[config.mk]
export PLATFORM = sky130hd
export DESIGN_NAME = motor_torque_command_encoder_flat
export DESIGN_NICKNAME = d
export VERILOG_FILES = /design/src/rtl/mtce_pkg.sv /design/src/rtl/mtce_ifs.sv /design/src/rtl/mtce_front.sv /design/src/rtl/mtce_div.sv /design/src/rtl/mtce_back.sv /design/src/rtl/motor_torque_command_encoder.sv /design/src/flat_wrapper.sv
export VERILOG_INCLUDE_DIRS = /design/src /design/src/rtl
export SDC_FILE = /design/constraint.sdc
export NUM_CORES = 2
export LEC_CHECK = 0
export ABC_AREA = 1
export BUFFER_PORTS_ARGS = -buffer_cell sky130_fd_sc_hd__buf_2
export CORE_UTILIZATION = 30
export CTS_BUF_LIST = sky130_fd_sc_hd__clkbuf_8
export DETAILED_ROUTE_END_ITERATION = 8
export HOLD_SLACK_MARGIN = 0.06
export SLEW_MARGIN = 20
export SYNTH_ARGS = -nofsm -noshare
export SYNTH_HDL_FRONTEND = slang
export SYNTH_HIERARCHICAL = 1
export SYNTH_SLANG_ARGS = --single-unit
[constraint.sdc]
create_clock -name clock -period 19.5 [get_ports clock]
set_input_delay 1.95 -clock clock [delete_from_list [all_inputs] [get_ports clock]]
set_output_delay 1.95 -clock clock [all_outputs]
set_load 0.05 [all_outputs]
[src/rtl/motor_torque_command_encoder_macros.svh]
// Assertion macros for the motor torque command encoder.
`ifndef MOTOR_TORQUE_COMMAND_ENCODER_MACROS_SVH
`define MOTOR_TORQUE_COMMAND_ENCODER_MACROS_SVH

`ifndef NO_ASSERTIONS
`define MTCE_ASSERT(lbl, prop, msg) \
   lbl: assert property (@(posedge clock) disable iff (reset) prop) else $error(msg);
`define MTCE_ASSERT_RST(lbl, prop, msg) \
   lbl: assert property (@(posedge clock) prop) else $error(msg);
`else
`define MTCE_ASSERT(lbl, prop, msg)
`define MTCE_ASSERT_RST(lbl, prop, msg)
`endif

`endif

[src/rtl/mtce_pkg.sv]
package mtce_pkg;

   localparam int ID_W       = 11;
   localparam int LEN_W      = 4;
   localparam int DATA_W     = 64;
   localparam int TORQUE_W   = 32;
   localparam int CMD_W      = 2;
   localparam int STATUS_W   = 2;
   localparam int CSR_IDX_W  = 3;
   localparam int CSR_DATA_W = 32;
   localparam int DIVIDEND_W = 48;
   localparam int DIVISOR_W  = 32;
   localparam int JL_W       = 47;

   localparam logic [LEN_W-1:0]  FRAME_LEN         = 4'd8;
   localparam logic [DATA_W-1:0] FRAME_ENABLE      = 64'hffff_ffff_ffff_fffc;
   localparam logic [DATA_W-1:0] FRAME_DISABLE     = 64'hffff_ffff_ffff_fffd;
   localparam logic [DATA_W-1:0] FRAME_TORQUE_HEAD = 64'h8000_8000_0000_0000;
   localparam logic [16:0]       EFF_ONE           = 17'h10000;
   localparam logic [31:0]       TORQUE_SAT        = 32'h7fff_ffff;

   typedef enum logic [CMD_W-1:0] {
      CMD_TORQUE  = 2'd0,
      CMD_ENABLE  = 2'd1,
      CMD_DISABLE = 2'd2,
      CMD_UNUSED  = 2'd3
   } cmd_type;

   typedef enum logic [STATUS_W-1:0] {
      ST_OK         = 2'd0,
      ST_CLAMPED    = 2'd1,
      ST_BAD_CONFIG = 2'd2
   } status_type;

   typedef enum logic [CSR_IDX_W-1:0] {
      REG_BUS_ID       = 3'd0,
      REG_MOTOR_NUMBER = 3'd1,
      REG_GEAR         = 3'd2,
      REG_EFFICIENCY   = 3'd3,
      REG_TORQUE_LIMIT = 3'd4,
      REG_TORQUE_MAX   = 3'd5,
      REG_REVERSE      = 3'd6
   } reg_type;

   typedef struct packed {
      logic [10:0] bus_id;
      logic [3:0]  motor_number;
      logic [31:0] gear;
      logic [16:0] efficiency;
      logic [30:0] torque_limit;
      logic [30:0] torque_max;
      logic        reverse;
   } cfg_type;

   localparam cfg_type CFG_RESET = '{
      bus_id:       11'd1,
      motor_number: 4'd1,
      gear:         32'h0001_0000,
      efficiency:   17'h10000,
      torque_limit: 31'h0001_0000,
      torque_max:   31'h000a_0000,
      reverse:      1'b0
   };

   typedef struct packed {
      cmd_type     kind;
      logic        neg;
      logic [31:0] mag;
   } item_type;

   typedef struct packed {
      logic [ID_W-1:0]     frame_id;
      logic [LEN_W-1:0]    frame_len;
      logic [DATA_W-1:0]   frame_data;
      logic [TORQUE_W-1:0] applied_torque;
      status_type          status;
   } rsp_type;

   typedef struct packed {
      logic stale;
      logic result_load;
   } back_stat_type;

endpackage

[src/rtl/mtce_ifs.sv]
interface mtce_req_if;
   logic                              valid;
   logic                              ready;
   logic [mtce_pkg::CMD_W-1:0]        cmd;
   logic signed [mtce_pkg::TORQUE_W-1:0] joint_torque;

   modport source (output valid, cmd, joint_torque, input ready);
   modport sink (input valid, cmd, joint_torque, output ready);
endinterface

interface mtce_rsp_if;
   logic                              valid;
   logic                              ready;
   logic [mtce_pkg::ID_W-1:0]         frame_id;
   logic [mtce_pkg::LEN_W-1:0]        frame_len;
   logic [mtce_pkg::DATA_W-1:0]       frame_data;
   logic signed [mtce_pkg::TORQUE_W-1:0] applied_torque;
   logic [mtce_pkg::STATUS_W-1:0]     status;

   modport source (output valid, frame_id, frame_len, frame_data, applied_torque, status,
                   input ready);
   modport sink (input valid, frame_id, frame_len, frame_data, applied_torque, status,
                 output ready);
endinterface

[src/rtl/mtce_front.sv]
module mtce_front (
   input  logic               clock,
   input  logic               reset,
   mtce_req_if.sink           req,
   output mtce_pkg::item_type q_item,
   output logic               q_valid,
   input  logic               q_pop
);
   import mtce_pkg::*;

   localparam int DEPTH = 2;

   item_type   entry_ff [DEPTH];
   item_type   entry_in;
   logic       wr_ptr_ff, wr_ptr_in;
   logic       rd_ptr_ff, rd_ptr_in;
   logic [1:0] count_ff, count_in;
   logic       push;
   logic       pop;

   // classify: command kind, sign and magnitude of the torque
   always_comb begin
      entry_in.kind = cmd_type'(req.cmd);
      entry_in.neg  = req.joint_torque[TORQUE_W-1];
      entry_in.mag  = entry_in.neg ? (~req.joint_torque + 32'd1) : req.joint_torque;
      push      = req.valid && req.ready;
      pop       = q_pop && q_valid;
      wr_ptr_in = wr_ptr_ff ^ push;
      rd_ptr_in = rd_ptr_ff ^ pop;
      count_in  = count_ff + {1'b0, push} - {1'b0, pop};
   end

   assign req.ready = (count_ff != 2'(DEPTH));
   assign q_valid   = (count_ff != 2'd0);
   assign q_item    = entry_ff[rd_ptr_ff];

   always_ff @(posedge clock) begin
      if (reset) begin
         count_ff  <= 2'd0;
         wr_ptr_ff <= 1'b0;
         rd_ptr_ff <= 1'b0;
      end else begin
         count_ff  <= count_in;
         wr_ptr_ff <= wr_ptr_in;
         rd_ptr_ff <= rd_ptr_in;
      end
      if (push) begin
         entry_ff[wr_ptr_ff] <= entry_in;
      end
   end

endmodule

[src/rtl/mtce_div.sv]
module mtce_div (
   input  logic                               clock,
   input  logic                               reset,
   input  logic                               start,
   input  logic [mtce_pkg::DIVIDEND_W-1:0]    dividend,
   input  logic [mtce_pkg::DIVISOR_W-1:0]     divisor,
   output logic                               busy,
   output logic [mtce_pkg::DIVIDEND_W-1:0]    quotient
);
   import mtce_pkg::*;

   localparam int CNT_W = $clog2(DIVIDEND_W + 1);

   logic [DIVISOR_W-1:0]  rem_ff, rem_in;
   logic [DIVIDEND_W-1:0] q_ff, q_in;
   logic [DIVISOR_W-1:0]  dsr_ff, dsr_in;
   logic [CNT_W-1:0]      cnt_ff, cnt_in;
   logic [DIVISOR_W:0]    trial;
   logic [DIVISOR_W:0]    diff;

   // restoring divide, one quotient bit per cycle
   always_comb begin
      trial  = {rem_ff, q_ff[DIVIDEND_W-1]};
      diff   = trial - {1'b0, dsr_ff};
      rem_in = rem_ff;
      q_in   = q_ff;
      dsr_in = dsr_ff;
      cnt_in = cnt_ff;
      if (start) begin
         rem_in = '0;
         q_in   = dividend;
         dsr_in = divisor;
         cnt_in = CNT_W'(DIVIDEND_W);
      end else if (cnt_ff != '0) begin
         if (trial >= {1'b0, dsr_ff}) begin
            rem_in = diff[DIVISOR_W-1:0];
            q_in   = {q_ff[DIVIDEND_W-2:0], 1'b1};
         end else begin
            rem_in = trial[DIVISOR_W-1:0];
            q_in   = {q_ff[DIVIDEND_W-2:0], 1'b0};
         end
         cnt_in = cnt_ff - 1'b1;
      end
   end

   assign busy     = (cnt_ff != '0);
   assign quotient = q_ff;

   always_ff @(posedge clock) begin
      if (reset) begin
         cnt_ff <= '0;
      end else begin
         cnt_ff <= cnt_in;
      end
      rem_ff <= rem_in;
      q_ff   <= q_in;
      dsr_ff <= dsr_in;
   end

endmodule

[src/rtl/mtce_back.sv]
module mtce_back #(
   parameter int CODE_BITS = 12
) (
   input  logic                    clock,
   input  logic                    reset,
   input  mtce_pkg::cfg_type       cfg,
   input  logic                    cfg_write,
   input  mtce_pkg::item_type      q_item,
   input  logic                    q_valid,
   output logic                    q_pop,
   mtce_rsp_if.source              rsp,
   output mtce_pkg::back_stat_type stat
);
   import mtce_pkg::*;

   localparam logic [CODE_BITS-1:0] CM = '1;
   localparam int DIFF_W = CODE_BITS + 1;

   typedef enum logic [4:0] {
      S_IDLE, S_DISPATCH,
      D_GQ, D_JL, D_LIM, D_LOWM, D_LOWD, D_LOWW, D_HIGHW,
      T_CLIP, T_MDIV, T_CDIV, T_CWAIT, T_DMUL, T_DDIV, T_DWAIT, T_APPLY,
      S_FINISH
   } state_type;

   state_type             state_ff, state_in;
   logic                  stale_ff, stale_in;
   item_type              item_ff, item_in;
   logic [31:0]           gq_ff, gq_in;
   logic [JL_W-1:0]       jl_ff, jl_in;
   logic                  lim_ok_ff, lim_ok_in;
   logic                  cfg_ok_ff, cfg_ok_in;
   logic [CODE_BITS-1:0]  low_ff, low_in;
   logic [CODE_BITS-1:0]  high_ff, high_in;
   logic [63:0]           prod_ff, prod_in;
   logic                  clamped_ff, clamped_in;
   logic [CODE_BITS-1:0]  code_ff, code_in;
   logic                  dneg_ff, dneg_in;
   logic [DIVIDEND_W-1:0] dx_ff, dx_in;
   logic [DIVIDEND_W-1:0] dq_ff, dq_in;
   rsp_type               res_ff, res_in;
   logic                  out_valid_ff, out_valid_in;
   rsp_type               out_ff, out_in;

   logic [31:0]           mul_a, mul_b;
   logic                  div_start;
   logic [DIVIDEND_W-1:0] div_dividend;
   logic [DIVISOR_W-1:0]  div_divisor;
   logic                  div_busy;
   logic [DIVIDEND_W-1:0] div_quot;

   logic [31:0]           two_m, tm32, tl32;
   logic                  mneg;
   logic [31:0]           mpos;
   logic [CODE_BITS-1:0]  code_raw;
   logic [DIFF_W-1:0]     twice_code, cm_ext, abs_diff;
   logic                  dneg;
   logic [DIVIDEND_W-1:0] dx_hi;
   logic [DIVIDEND_W-1:0] dfin;
   logic [JL_W-1:0]       a_val;
   logic                  a_sat;
   logic [31:0]           a_mag;
   logic                  aneg;
   logic                  load;
   logic [31:0]           mag_clip;
   logic                  mag_over;

   mtce_div u_div (
      .clock    (clock),
      .reset    (reset),
      .start    (div_start),
      .dividend (div_dividend),
      .divisor  (div_divisor),
      .busy     (div_busy),
      .quotient (div_quot)
   );

   always_comb begin
      two_m      = {cfg.torque_max, 1'b0};
      tm32       = {1'b0, cfg.torque_max};
      tl32       = {1'b0, cfg.torque_limit};
      mneg       = item_ff.neg ^ cfg.reverse;
      mpos       = mneg ? (tm32 - {1'b0, div_quot[30:0]}) : (tm32 + {1'b0, div_quot[30:0]});
      code_raw   = div_quot[CODE_BITS-1:0];
      twice_code = {code_ff, 1'b0};
      cm_ext     = {1'b0, CM};
      dneg       = (twice_code < cm_ext);
      abs_diff   = dneg ? (cm_ext - twice_code) : (twice_code - cm_ext);
      // divide by 2^CODE_BITS-1: x = hi*2^B + lo gives x/CM = hi + (hi + lo)/CM
      dx_hi      = dx_ff >> CODE_BITS;
      dfin       = dq_ff + DIVIDEND_W'(dx_ff == DIVIDEND_W'(CM));
      a_val      = prod_ff[62:16];
      a_sat      = (a_val > JL_W'(TORQUE_SAT));
      a_mag      = a_sat ? TORQUE_SAT : a_val[31:0];
      aneg       = dneg_ff ^ cfg.reverse;
      mag_over   = (JL_W'(item_ff.mag) > jl_ff);
      mag_clip   = mag_over ? jl_ff[31:0] : item_ff.mag;
      load       = (state_ff == S_FINISH) && (!out_valid_ff || rsp.ready);

      // shared multiplier operands
      case (state_ff)
         D_GQ:            begin mul_a = cfg.gear;         mul_b = 32'(cfg.efficiency); end
         D_JL:            begin mul_a = tl32;             mul_b = prod_ff[47:16];      end
         D_LIM:           begin mul_a = tl32;             mul_b = 32'(CM);             end
         D_LOWM:          begin mul_a = tm32 - tl32;      mul_b = 32'(CM);             end
         D_LOWD, D_LOWW:  begin mul_a = tm32 + tl32;      mul_b = 32'(CM);             end
         T_MDIV:          begin mul_a = mpos;             mul_b = 32'(CM);             end
         T_DMUL:          begin mul_a = 32'(abs_diff);    mul_b = tm32;                end
         T_DWAIT:         begin mul_a = {1'b0, dfin[30:0]}; mul_b = gq_ff;             end
         default:         begin mul_a = 32'd0;            mul_b = 32'd0;               end
      endcase
      prod_in = {32'd0, mul_a} * {32'd0, mul_b};

      state_in     = state_ff;
      stale_in     = stale_ff;
      item_in      = item_ff;
      gq_in        = gq_ff;
      jl_in        = jl_ff;
      lim_ok_in    = lim_ok_ff;
      cfg_ok_in    = cfg_ok_ff;
      low_in       = low_ff;
      high_in      = high_ff;
      clamped_in   = clamped_ff;
      code_in      = code_ff;
      dneg_in      = dneg_ff;
      dx_in        = dx_ff;
      dq_in        = dq_ff;
      res_in       = res_ff;
      q_pop        = 1'b0;
      div_start    = 1'b0;
      div_dividend = prod_ff[DIVIDEND_W-1:0];
      div_divisor  = two_m;

      case (state_ff)
         S_IDLE: begin
            if (q_valid) begin
               q_pop      = 1'b1;
               item_in    = q_item;
               clamped_in = 1'b0;
               state_in   = stale_ff ? D_GQ : S_DISPATCH;
            end
         end
         D_GQ:   state_in = D_JL;
         D_JL: begin
            gq_in    = prod_ff[47:16];
            state_in = D_LIM;
         end
         D_LIM: begin
            jl_in    = prod_ff[62:16];
            state_in = D_LOWM;
         end
         D_LOWM: begin
            lim_ok_in = (prod_ff[DIVIDEND_W-1:0] >= DIVIDEND_W'(cfg.torque_max));
            state_in  = D_LOWD;
         end
         D_LOWD: begin
            // ceiling of the lower code bound
            div_start    = 1'b1;
            div_dividend = prod_ff[DIVIDEND_W-1:0] + DIVIDEND_W'(two_m) - 48'd1;
            state_in     = D_LOWW;
         end
         D_LOWW: begin
            if (!div_busy) begin
               low_in    = code_raw;
               div_start = 1'b1;
               state_in  = D_HIGHW;
            end
         end
         D_HIGHW: begin
            if (!div_busy) begin
               high_in   = code_raw;
               cfg_ok_in = (cfg.bus_id[3:0] == cfg.motor_number)
                           && (cfg.gear != '0) && (cfg.efficiency != '0)
                           && (cfg.efficiency <= EFF_ONE)
                           && (cfg.torque_limit != '0) && (cfg.torque_max != '0)
                           && (cfg.torque_limit <= cfg.torque_max)
                           && lim_ok_ff && (gq_ff != '0) && (jl_ff != '0);
               stale_in  = 1'b0;
               state_in  = S_DISPATCH;
            end
         end
         S_DISPATCH: begin
            res_in.frame_id       = '0;
            res_in.frame_len      = '0;
            res_in.frame_data     = '0;
            res_in.applied_torque = '0;
            res_in.status         = ST_BAD_CONFIG;
            state_in              = S_FINISH;
            if (cfg_ok_ff) begin
               case (item_ff.kind)
                  CMD_ENABLE: begin
                     res_in.frame_id   = cfg.bus_id;
                     res_in.frame_len  = FRAME_LEN;
                     res_in.frame_data = FRAME_ENABLE;
                     res_in.status     = ST_OK;
                  end
                  CMD_DISABLE: begin
                     res_in.frame_id   = cfg.bus_id;
                     res_in.frame_len  = FRAME_LEN;
                     res_in.frame_data = FRAME_DISABLE;
                     res_in.status     = ST_OK;
                  end
                  CMD_TORQUE: state_in = T_CLIP;
                  default: ;
               endcase
            end
         end
         T_CLIP: begin
            clamped_in   = mag_over;
            div_start    = 1'b1;
            div_dividend = {mag_clip, 16'd0};
            div_divisor  = gq_ff;
            state_in     = T_MDIV;
         end
         T_MDIV: begin
            if (!div_busy) begin
               state_in = T_CDIV;
            end
         end
         T_CDIV: begin
            div_start    = 1'b1;
            div_dividend = prod_ff[DIVIDEND_W-1:0] + DIVIDEND_W'(cfg.torque_max);
            state_in     = T_CWAIT;
         end
         T_CWAIT: begin
            if (!div_busy) begin
               if (code_raw < low_ff) begin
                  code_in    = low_ff;
                  clamped_in = 1'b1;
               end else if (code_raw > high_ff) begin
                  code_in    = high_ff;
                  clamped_in = 1'b1;
               end else begin
                  code_in = code_raw;
               end
               state_in = T_DMUL;
            end
         end
         T_DMUL: begin
            dneg_in  = dneg;
            state_in = T_DDIV;
         end
         T_DDIV: begin
            dx_in    = prod_ff[DIVIDEND_W-1:0];
            dq_in    = '0;
            state_in = T_DWAIT;
         end
         T_DWAIT: begin
            if (dx_hi != '0) begin
               dq_in = dq_ff + dx_hi;
               dx_in = dx_hi + (dx_ff & DIVIDEND_W'(CM));
            end else begin
               state_in = T_APPLY;
            end
         end
         T_APPLY: begin
            res_in.frame_id       = cfg.bus_id;
            res_in.frame_len      = FRAME_LEN;
            res_in.frame_data     = FRAME_TORQUE_HEAD | DATA_W'(code_ff);
            res_in.applied_torque = aneg ? (~a_mag + 32'd1) : a_mag;
            res_in.status         = (clamped_ff || a_sat) ? ST_CLAMPED : ST_OK;
            state_in              = S_FINISH;
         end
         S_FINISH: begin
            if (load) begin
               state_in = S_IDLE;
            end
         end
         default: state_in = S_IDLE;
      endcase

      if (cfg_write) begin
         stale_in = 1'b1;
      end

      out_in       = load ? res_ff : out_ff;
      out_valid_in = load ? 1'b1 : (rsp.ready ? 1'b0 : out_valid_ff);
   end

   assign rsp.valid          = out_valid_ff;
   assign rsp.frame_id       = out_ff.frame_id;
   assign rsp.frame_len      = out_ff.frame_len;
   assign rsp.frame_data     = out_ff.frame_data;
   assign rsp.applied_torque = out_ff.applied_torque;
   assign rsp.status         = out_ff.status;

   assign stat.stale       = stale_ff;
   assign stat.result_load = load;

   always_ff @(posedge clock) begin
      if (reset) begin
         state_ff     <= S_IDLE;
         stale_ff     <= 1'b1;
         out_valid_ff <= 1'b0;
      end else begin
         state_ff     <= state_in;
         stale_ff     <= stale_in;
         out_valid_ff <= out_valid_in;
      end
      item_ff    <= item_in;
      gq_ff      <= gq_in;
      jl_ff      <= jl_in;
      lim_ok_ff  <= lim_ok_in;
      cfg_ok_ff  <= cfg_ok_in;
      low_ff     <= low_in;
      high_ff    <= high_in;
      prod_ff    <= prod_in;
      clamped_ff <= clamped_in;
      code_ff    <= code_in;
      dneg_ff    <= dneg_in;
      dx_ff      <= dx_in;
      dq_ff      <= dq_in;
      res_ff     <= res_in;
      out_ff     <= out_in;
   end

endmodule

[src/rtl/motor_torque_command_encoder.sv]
// Motor torque command encoder: turns each command item into one response, an 8-byte
// bus frame unless the configuration is invalid or the command is unused. Enable and
// disable items, and any item under an invalid configuration, go straight from dispatch
// to the result; a torque item makes two passes through the single radix-2 divider
// (motor torque, code), and decoding the code back takes shift-and-add steps. After
// reset or any register write, the first item also rederives gain, joint limit and code
// bounds (two more divider passes). A two-item input queue and an output register let
// the input side keep taking items while a result waits.
`include "motor_torque_command_encoder_macros.svh"

module motor_torque_command_encoder #(
   parameter int CODE_BITS = 12
) (
   input  logic                                clock,
   input  logic                                reset,
   mtce_req_if.sink                            req_ch,
   mtce_rsp_if.source                          rsp_ch,
   input  logic                                csr_we,
   input  logic [mtce_pkg::CSR_IDX_W-1:0]      csr_index,
   input  logic [mtce_pkg::CSR_DATA_W-1:0]     csr_wdata
);
   import mtce_pkg::*;

   cfg_type       cfg_ff, cfg_in;
   item_type      q_item;
   logic          q_valid;
   logic          q_pop;
   back_stat_type back_stat;

   always_comb begin
      cfg_in = cfg_ff;
      if (csr_we) begin
         case (reg_type'(csr_index))
            REG_BUS_ID:       cfg_in.bus_id       = csr_wdata[10:0];
            REG_MOTOR_NUMBER: cfg_in.motor_number = csr_wdata[3:0];
            REG_GEAR:         cfg_in.gear         = csr_wdata;
            REG_EFFICIENCY:   cfg_in.efficiency   = csr_wdata[16:0];
            REG_TORQUE_LIMIT: cfg_in.torque_limit = csr_wdata[30:0];
            REG_TORQUE_MAX:   cfg_in.torque_max   = csr_wdata[30:0];
            REG_REVERSE:      cfg_in.reverse      = csr_wdata[0];
            default: ;
         endcase
      end
   end

   always_ff @(posedge clock) begin
      if (reset) begin
         cfg_ff <= CFG_RESET;
      end else begin
         cfg_ff <= cfg_in;
      end
   end

   mtce_front u_front (
      .clock   (clock),
      .reset   (reset),
      .req     (req_ch),
      .q_item  (q_item),
      .q_valid (q_valid),
      .q_pop   (q_pop)
   );

   mtce_back #(
      .CODE_BITS (CODE_BITS)
   ) u_back (
      .clock     (clock),
      .reset     (reset),
      .cfg       (cfg_ff),
      .cfg_write (csr_we),
      .q_item    (q_item),
      .q_valid   (q_valid),
      .q_pop     (q_pop),
      .rsp       (rsp_ch),
      .stat      (back_stat)
   );

   `MTCE_ASSERT(a_write_marks_stale, csr_we |=> back_stat.stale, "register write not seen")
   `MTCE_ASSERT(a_load_shows_item, back_stat.result_load |=> rsp_ch.valid, "result lost")
   `MTCE_ASSERT(a_no_overwrite, back_stat.result_load && rsp_ch.valid |-> rsp_ch.ready,
                "result overwritten")
   `MTCE_ASSERT_RST(a_reset_state, reset |=> !rsp_ch.valid && back_stat.stale,
                    "bad state after reset")

endmodule

[src/flat_wrapper.sv]
// flat-port wrapper written by rule: the top's interface ports become plain ports
module motor_torque_command_encoder_flat import mtce_pkg::*;
#(
   parameter int CODE_BITS = 12
)
  (clock, reset, csr_we, csr_index, csr_wdata, req_ch_valid, req_ch_cmd, req_ch_joint_torque, req_ch_ready, rsp_ch_valid, rsp_ch_frame_id, rsp_ch_frame_len, rsp_ch_frame_data, rsp_ch_applied_torque, rsp_ch_status, rsp_ch_ready);
  mtce_req_if req_ch_i ();
  mtce_rsp_if rsp_ch_i ();
  input  logic clock;
  input  logic reset;
  input  logic csr_we;
  input  logic [mtce_pkg::CSR_IDX_W-1:0] csr_index;
  input  logic [mtce_pkg::CSR_DATA_W-1:0] csr_wdata;
  input wire logic [$bits(req_ch_i.valid)-1:0] req_ch_valid;
  input wire logic [$bits(req_ch_i.cmd)-1:0] req_ch_cmd;
  input wire logic [$bits(req_ch_i.joint_torque)-1:0] req_ch_joint_torque;
  output wire logic [$bits(req_ch_i.ready)-1:0] req_ch_ready;
  output wire logic [$bits(rsp_ch_i.valid)-1:0] rsp_ch_valid;
  output wire logic [$bits(rsp_ch_i.frame_id)-1:0] rsp_ch_frame_id;
  output wire logic [$bits(rsp_ch_i.frame_len)-1:0] rsp_ch_frame_len;
  output wire logic [$bits(rsp_ch_i.frame_data)-1:0] rsp_ch_frame_data;
  output wire logic [$bits(rsp_ch_i.applied_torque)-1:0] rsp_ch_applied_torque;
  output wire logic [$bits(rsp_ch_i.status)-1:0] rsp_ch_status;
  input wire logic [$bits(rsp_ch_i.ready)-1:0] rsp_ch_ready;
  assign req_ch_i.valid = req_ch_valid;
  assign req_ch_i.cmd = req_ch_cmd;
  assign req_ch_i.joint_torque = req_ch_joint_torque;
  assign req_ch_ready = req_ch_i.ready;
  assign rsp_ch_valid = rsp_ch_i.valid;
  assign rsp_ch_frame_id = rsp_ch_i.frame_id;
  assign rsp_ch_frame_len = rsp_ch_i.frame_len;
  assign rsp_ch_frame_data = rsp_ch_i.frame_data;
  assign rsp_ch_applied_torque = rsp_ch_i.applied_torque;
  assign rsp_ch_status = rsp_ch_i.status;
  assign rsp_ch_i.ready = rsp_ch_ready;
  motor_torque_command_encoder #(.CODE_BITS(CODE_BITS)) u_core (.clock(clock), .reset(reset), .req_ch(req_ch_i), .rsp_ch(rsp_ch_i), .csr_we(csr_we), .csr_index(csr_index), .csr_wdata(csr_wdata));
endmodule
==> results.md <==
- Post-Synthesis Cells: 11800
- Die footprint: 297000 um^2
- Hold Crit Class: reg2reg
- CTS Sinks: 740
- Num CTS Buffers: 138
- Max Cap Violations: 0
- Switching share of total power: 50.2%
- Gpl congestion: 1.02
- Startpoint types: register
- Layout cell share with drive strength beyond 1: 6.83%
- Post-CTS resize count: 0
- Overall routing resource usage: 22.4%
- Total grt overflow: 0
- Worst reg2reg path depth: 48
- DR vias/cell: 5.00
- Residual DRC: 0
- Hold_sp: u_core/u_back/res_ff[16]
- Initial Utilization: 30.3%
- Initial antenna violation count: 11
- Mean Syn Cell Area: 7.50 um^2
- Worst VDD drop: 61.7 uV
- Worst path slowest cell: nand3_2
- Register area: 19800 um^2
- CTS Hold Buffers Added: 0
- WP data required: 20320 ps
- Die width: 545 um
- Pwr dens: 86.7 nW/um^2
- Setup Buffers After CTS: 0
- Clock period minus worst slack: 11890 ps
- R2r setup slk: 7610 ps
- Met1 Resource Use GR: 29.7%
- Kind of critical path: reg2reg
- Met2 Use GR: 35.0%
- Iter 0 DRT Violations: 7527
- Synth warnings: 6
- Top-Level Pins: 189
- CTS H-tree depth: 4
- Pins Over Slew Limit: 0
- Post-route cell area: 96000 um^2
- Final Util: 32.9%
- Final hold vios: 0
- Comb pwr share: 52.2%
- TritonRoute pass-1 iters: 9
- Largest net degree at the start of global routing: 98
- Synth Cell Area: 88300 um^2
- Kind of end point of the critical path: register
- Num rows: 198
- Drt wl/cell: 21.2 um
- RR Endpoint: u_core/u_back/prod_ff[59]
- Reg2reg start: u_core/u_back/u_div/quotient[0]
- Slew HR: 23.6%
- Routed WL: 335000 um
- Final worst-path cycle share: 61.0%
- First-pass GRT wire length: 496000 um
- IO buf count: 185
- Clock buffer depth: 3
- Crit Path Max Fanout: 32
- Synth-to-layout area growth: 8.71%
- Delay of the slowest critical-path stage: 830 ps
- Reg power frac: 28.3%
- Clk Latency, worst-skew pair: 940 ps
- M3 GR Usage: 4.29%
- Max frequency: 0.0841 GHz
- Layout fillers: 31400
- Multi-input gate area in the final layout: 57000 um^2
- Vias: 79200
- CP dominant cell by count: inv_1
- RSZ-0062 raised after global routing: false
- Setup TNS: 0 ps
- Most Crowded Layer GR: met2
- HPWL Detailed: 267000 um
- Endpoints failing setup: 0
- Net switching power: 0.00418 W
- Fin Clk Skew: 84.3 ps
- Vias in the first global route: 76300
- Final ANT Viol Nets: 0
- Int Power: 0.00415 W
- Cell class contributing the biggest share of worst-path delay: adder cells
- Status: finished clean
- Root cell of the clock tree: clkbuf_8
- Clock group share of total power: 19.6%
- Leak: 48.1 nW
- CTS tree: done
- Worst slew pin tran: 1150 ps
- Worst Hold Path EP: u_core/u_back/rsp.applied_torque[14]
- Core Area: 292000 um^2
- Buffers & Inverters on Critical Path: 9
- Clock slew at reported path FFs: 60 ps
- Hold Crit Depth: 0
- Die height: 545 um
- Placed cell area: 93000 um^2
- Critical path arrival: 12710 ps
- Final net count: 13400
-- state kept, by name (all words and copies together), names as in the netlist, 35 cells and up --
| register | flops |
|---|---|
| u_core/u_back/res_ff | 59 |
| u_core/u_back/dx_ff | 48 |
| u_core/cfg_ff | 127 |
| u_core/u_front/entry_ff | 70 |
| u_core/u_back/item_ff | 35 |
| u_core/u_back/u_div/quotient | 48 |
| u_core/u_back/prod_ff | 63 |
| u_core/u_back/jl_ff | 47 |
-- worst register-to-register path: cells and delay by family, from the launching register on --
kind | cells | cell delay (ps)
fa+ha+maj | 11 | 5060
simple gates | 20 | 3920
compound gates | 6 | 970
buf+inv | 9 | 760
xor+xnor | 2 | 570
flops | 1 | 480
-- area by class of cell --
cell class	count	area share, %
well taps	3900	5.08
flip-flops and latches	740	20.7
inverters	2496	9.77
clock inverters	109	0.931
diodes	12	0.0313
clock buffers	146	2.09
multi-input cells	8130	59.4
repair buffers	317	2.03
-- worst max-delay path by stage --
stage          cells after the start                         to  slack (ps)                            start
2_1_floorplan                     39  u_core/u_back/prod_ff[53]        9450        u_core/u_back/state_ff[2]
3_3_place_gp                      41  u_core/u_back/prod_ff[55]        7760  u_core/u_back/u_div/quotient[0]
3_5_place_dp                      48  u_core/u_back/prod_ff[59]        7790  u_core/u_back/u_div/quotient[0]
4_1_cts                           48  u_core/u_back/prod_ff[59]        7730  u_core/u_back/u_div/quotient[0]
5_1_grt                           42  u_core/u_back/prod_ff[60]        6960          u_core/u_back/dx_ff[44]
6_report                          48  u_core/u_back/prod_ff[59]        7610  u_core/u_back/u_div/quotient[0]
-- layer usage --
metal  vias up  wire length, um  part of all wire (%)
li1      36700                -                     -
met1     38300           141000                    42
met2      3526           148000                    44
met3       651            30000                   8.9
met4         6            16900                   5.0
met5         -               41                 0.012
-- per-stage QoR --
stage | cells | total power [W] | setup slack, ps | hold WS, ps
after floorplan | 11800 | 0.00507 | 9450 | 400
after global placement | 15600 | 0.00659 | 7760 | 401
after detailed placement | 15600 | 0.00659 | 7790 | 405
after CTS | 15800 | 0.00826 | 7730 | 396
after global routing | 15800 | 0.00886 | 6960 | 391
final | 15900 | 0.00833 | 7610 | 391
-- layout by cell type (no fill, tap or decap), drive strengths merged, types with 11 or more instances in the layout --
master,count
o211ai,28
a221oi,12
or2,50
edfxtp,501
nand3,577
nand3b,41
a22oi,26
a31oi,46
clkbuf,146
o221ai,12
a21boi,18
clkinv,49
o21a,28
diode,12
nor3,117
xnor2,71
a21oi,548
xor2,111
and3,15
fa,902
o21bai,40
a21o,33
o21ai,538
buf,317
conb,17
nor4,77
ha,630
nor2,1043
nand4,123
inv,2543
o2111ai,15
dfxtp,239
bufinv,11
nand2,2955
-- power groups by stage --
stage / registers [W] / clock network, W / logic [W]
final: 0.00236 / 0.00163 / 0.00434
after global routing: 0.00237 / 0.00173 / 0.00476
after CTS: 0.00235 / 0.00167 / 0.00425
after detailed placement: 0.00238 / 0 / 0.00422
after global placement: 0.00238 / 0 / 0.00422
after floorplan: 0.00225 / 0 / 0.00282
No activity file was read; power rests on OpenSTA's default activity.
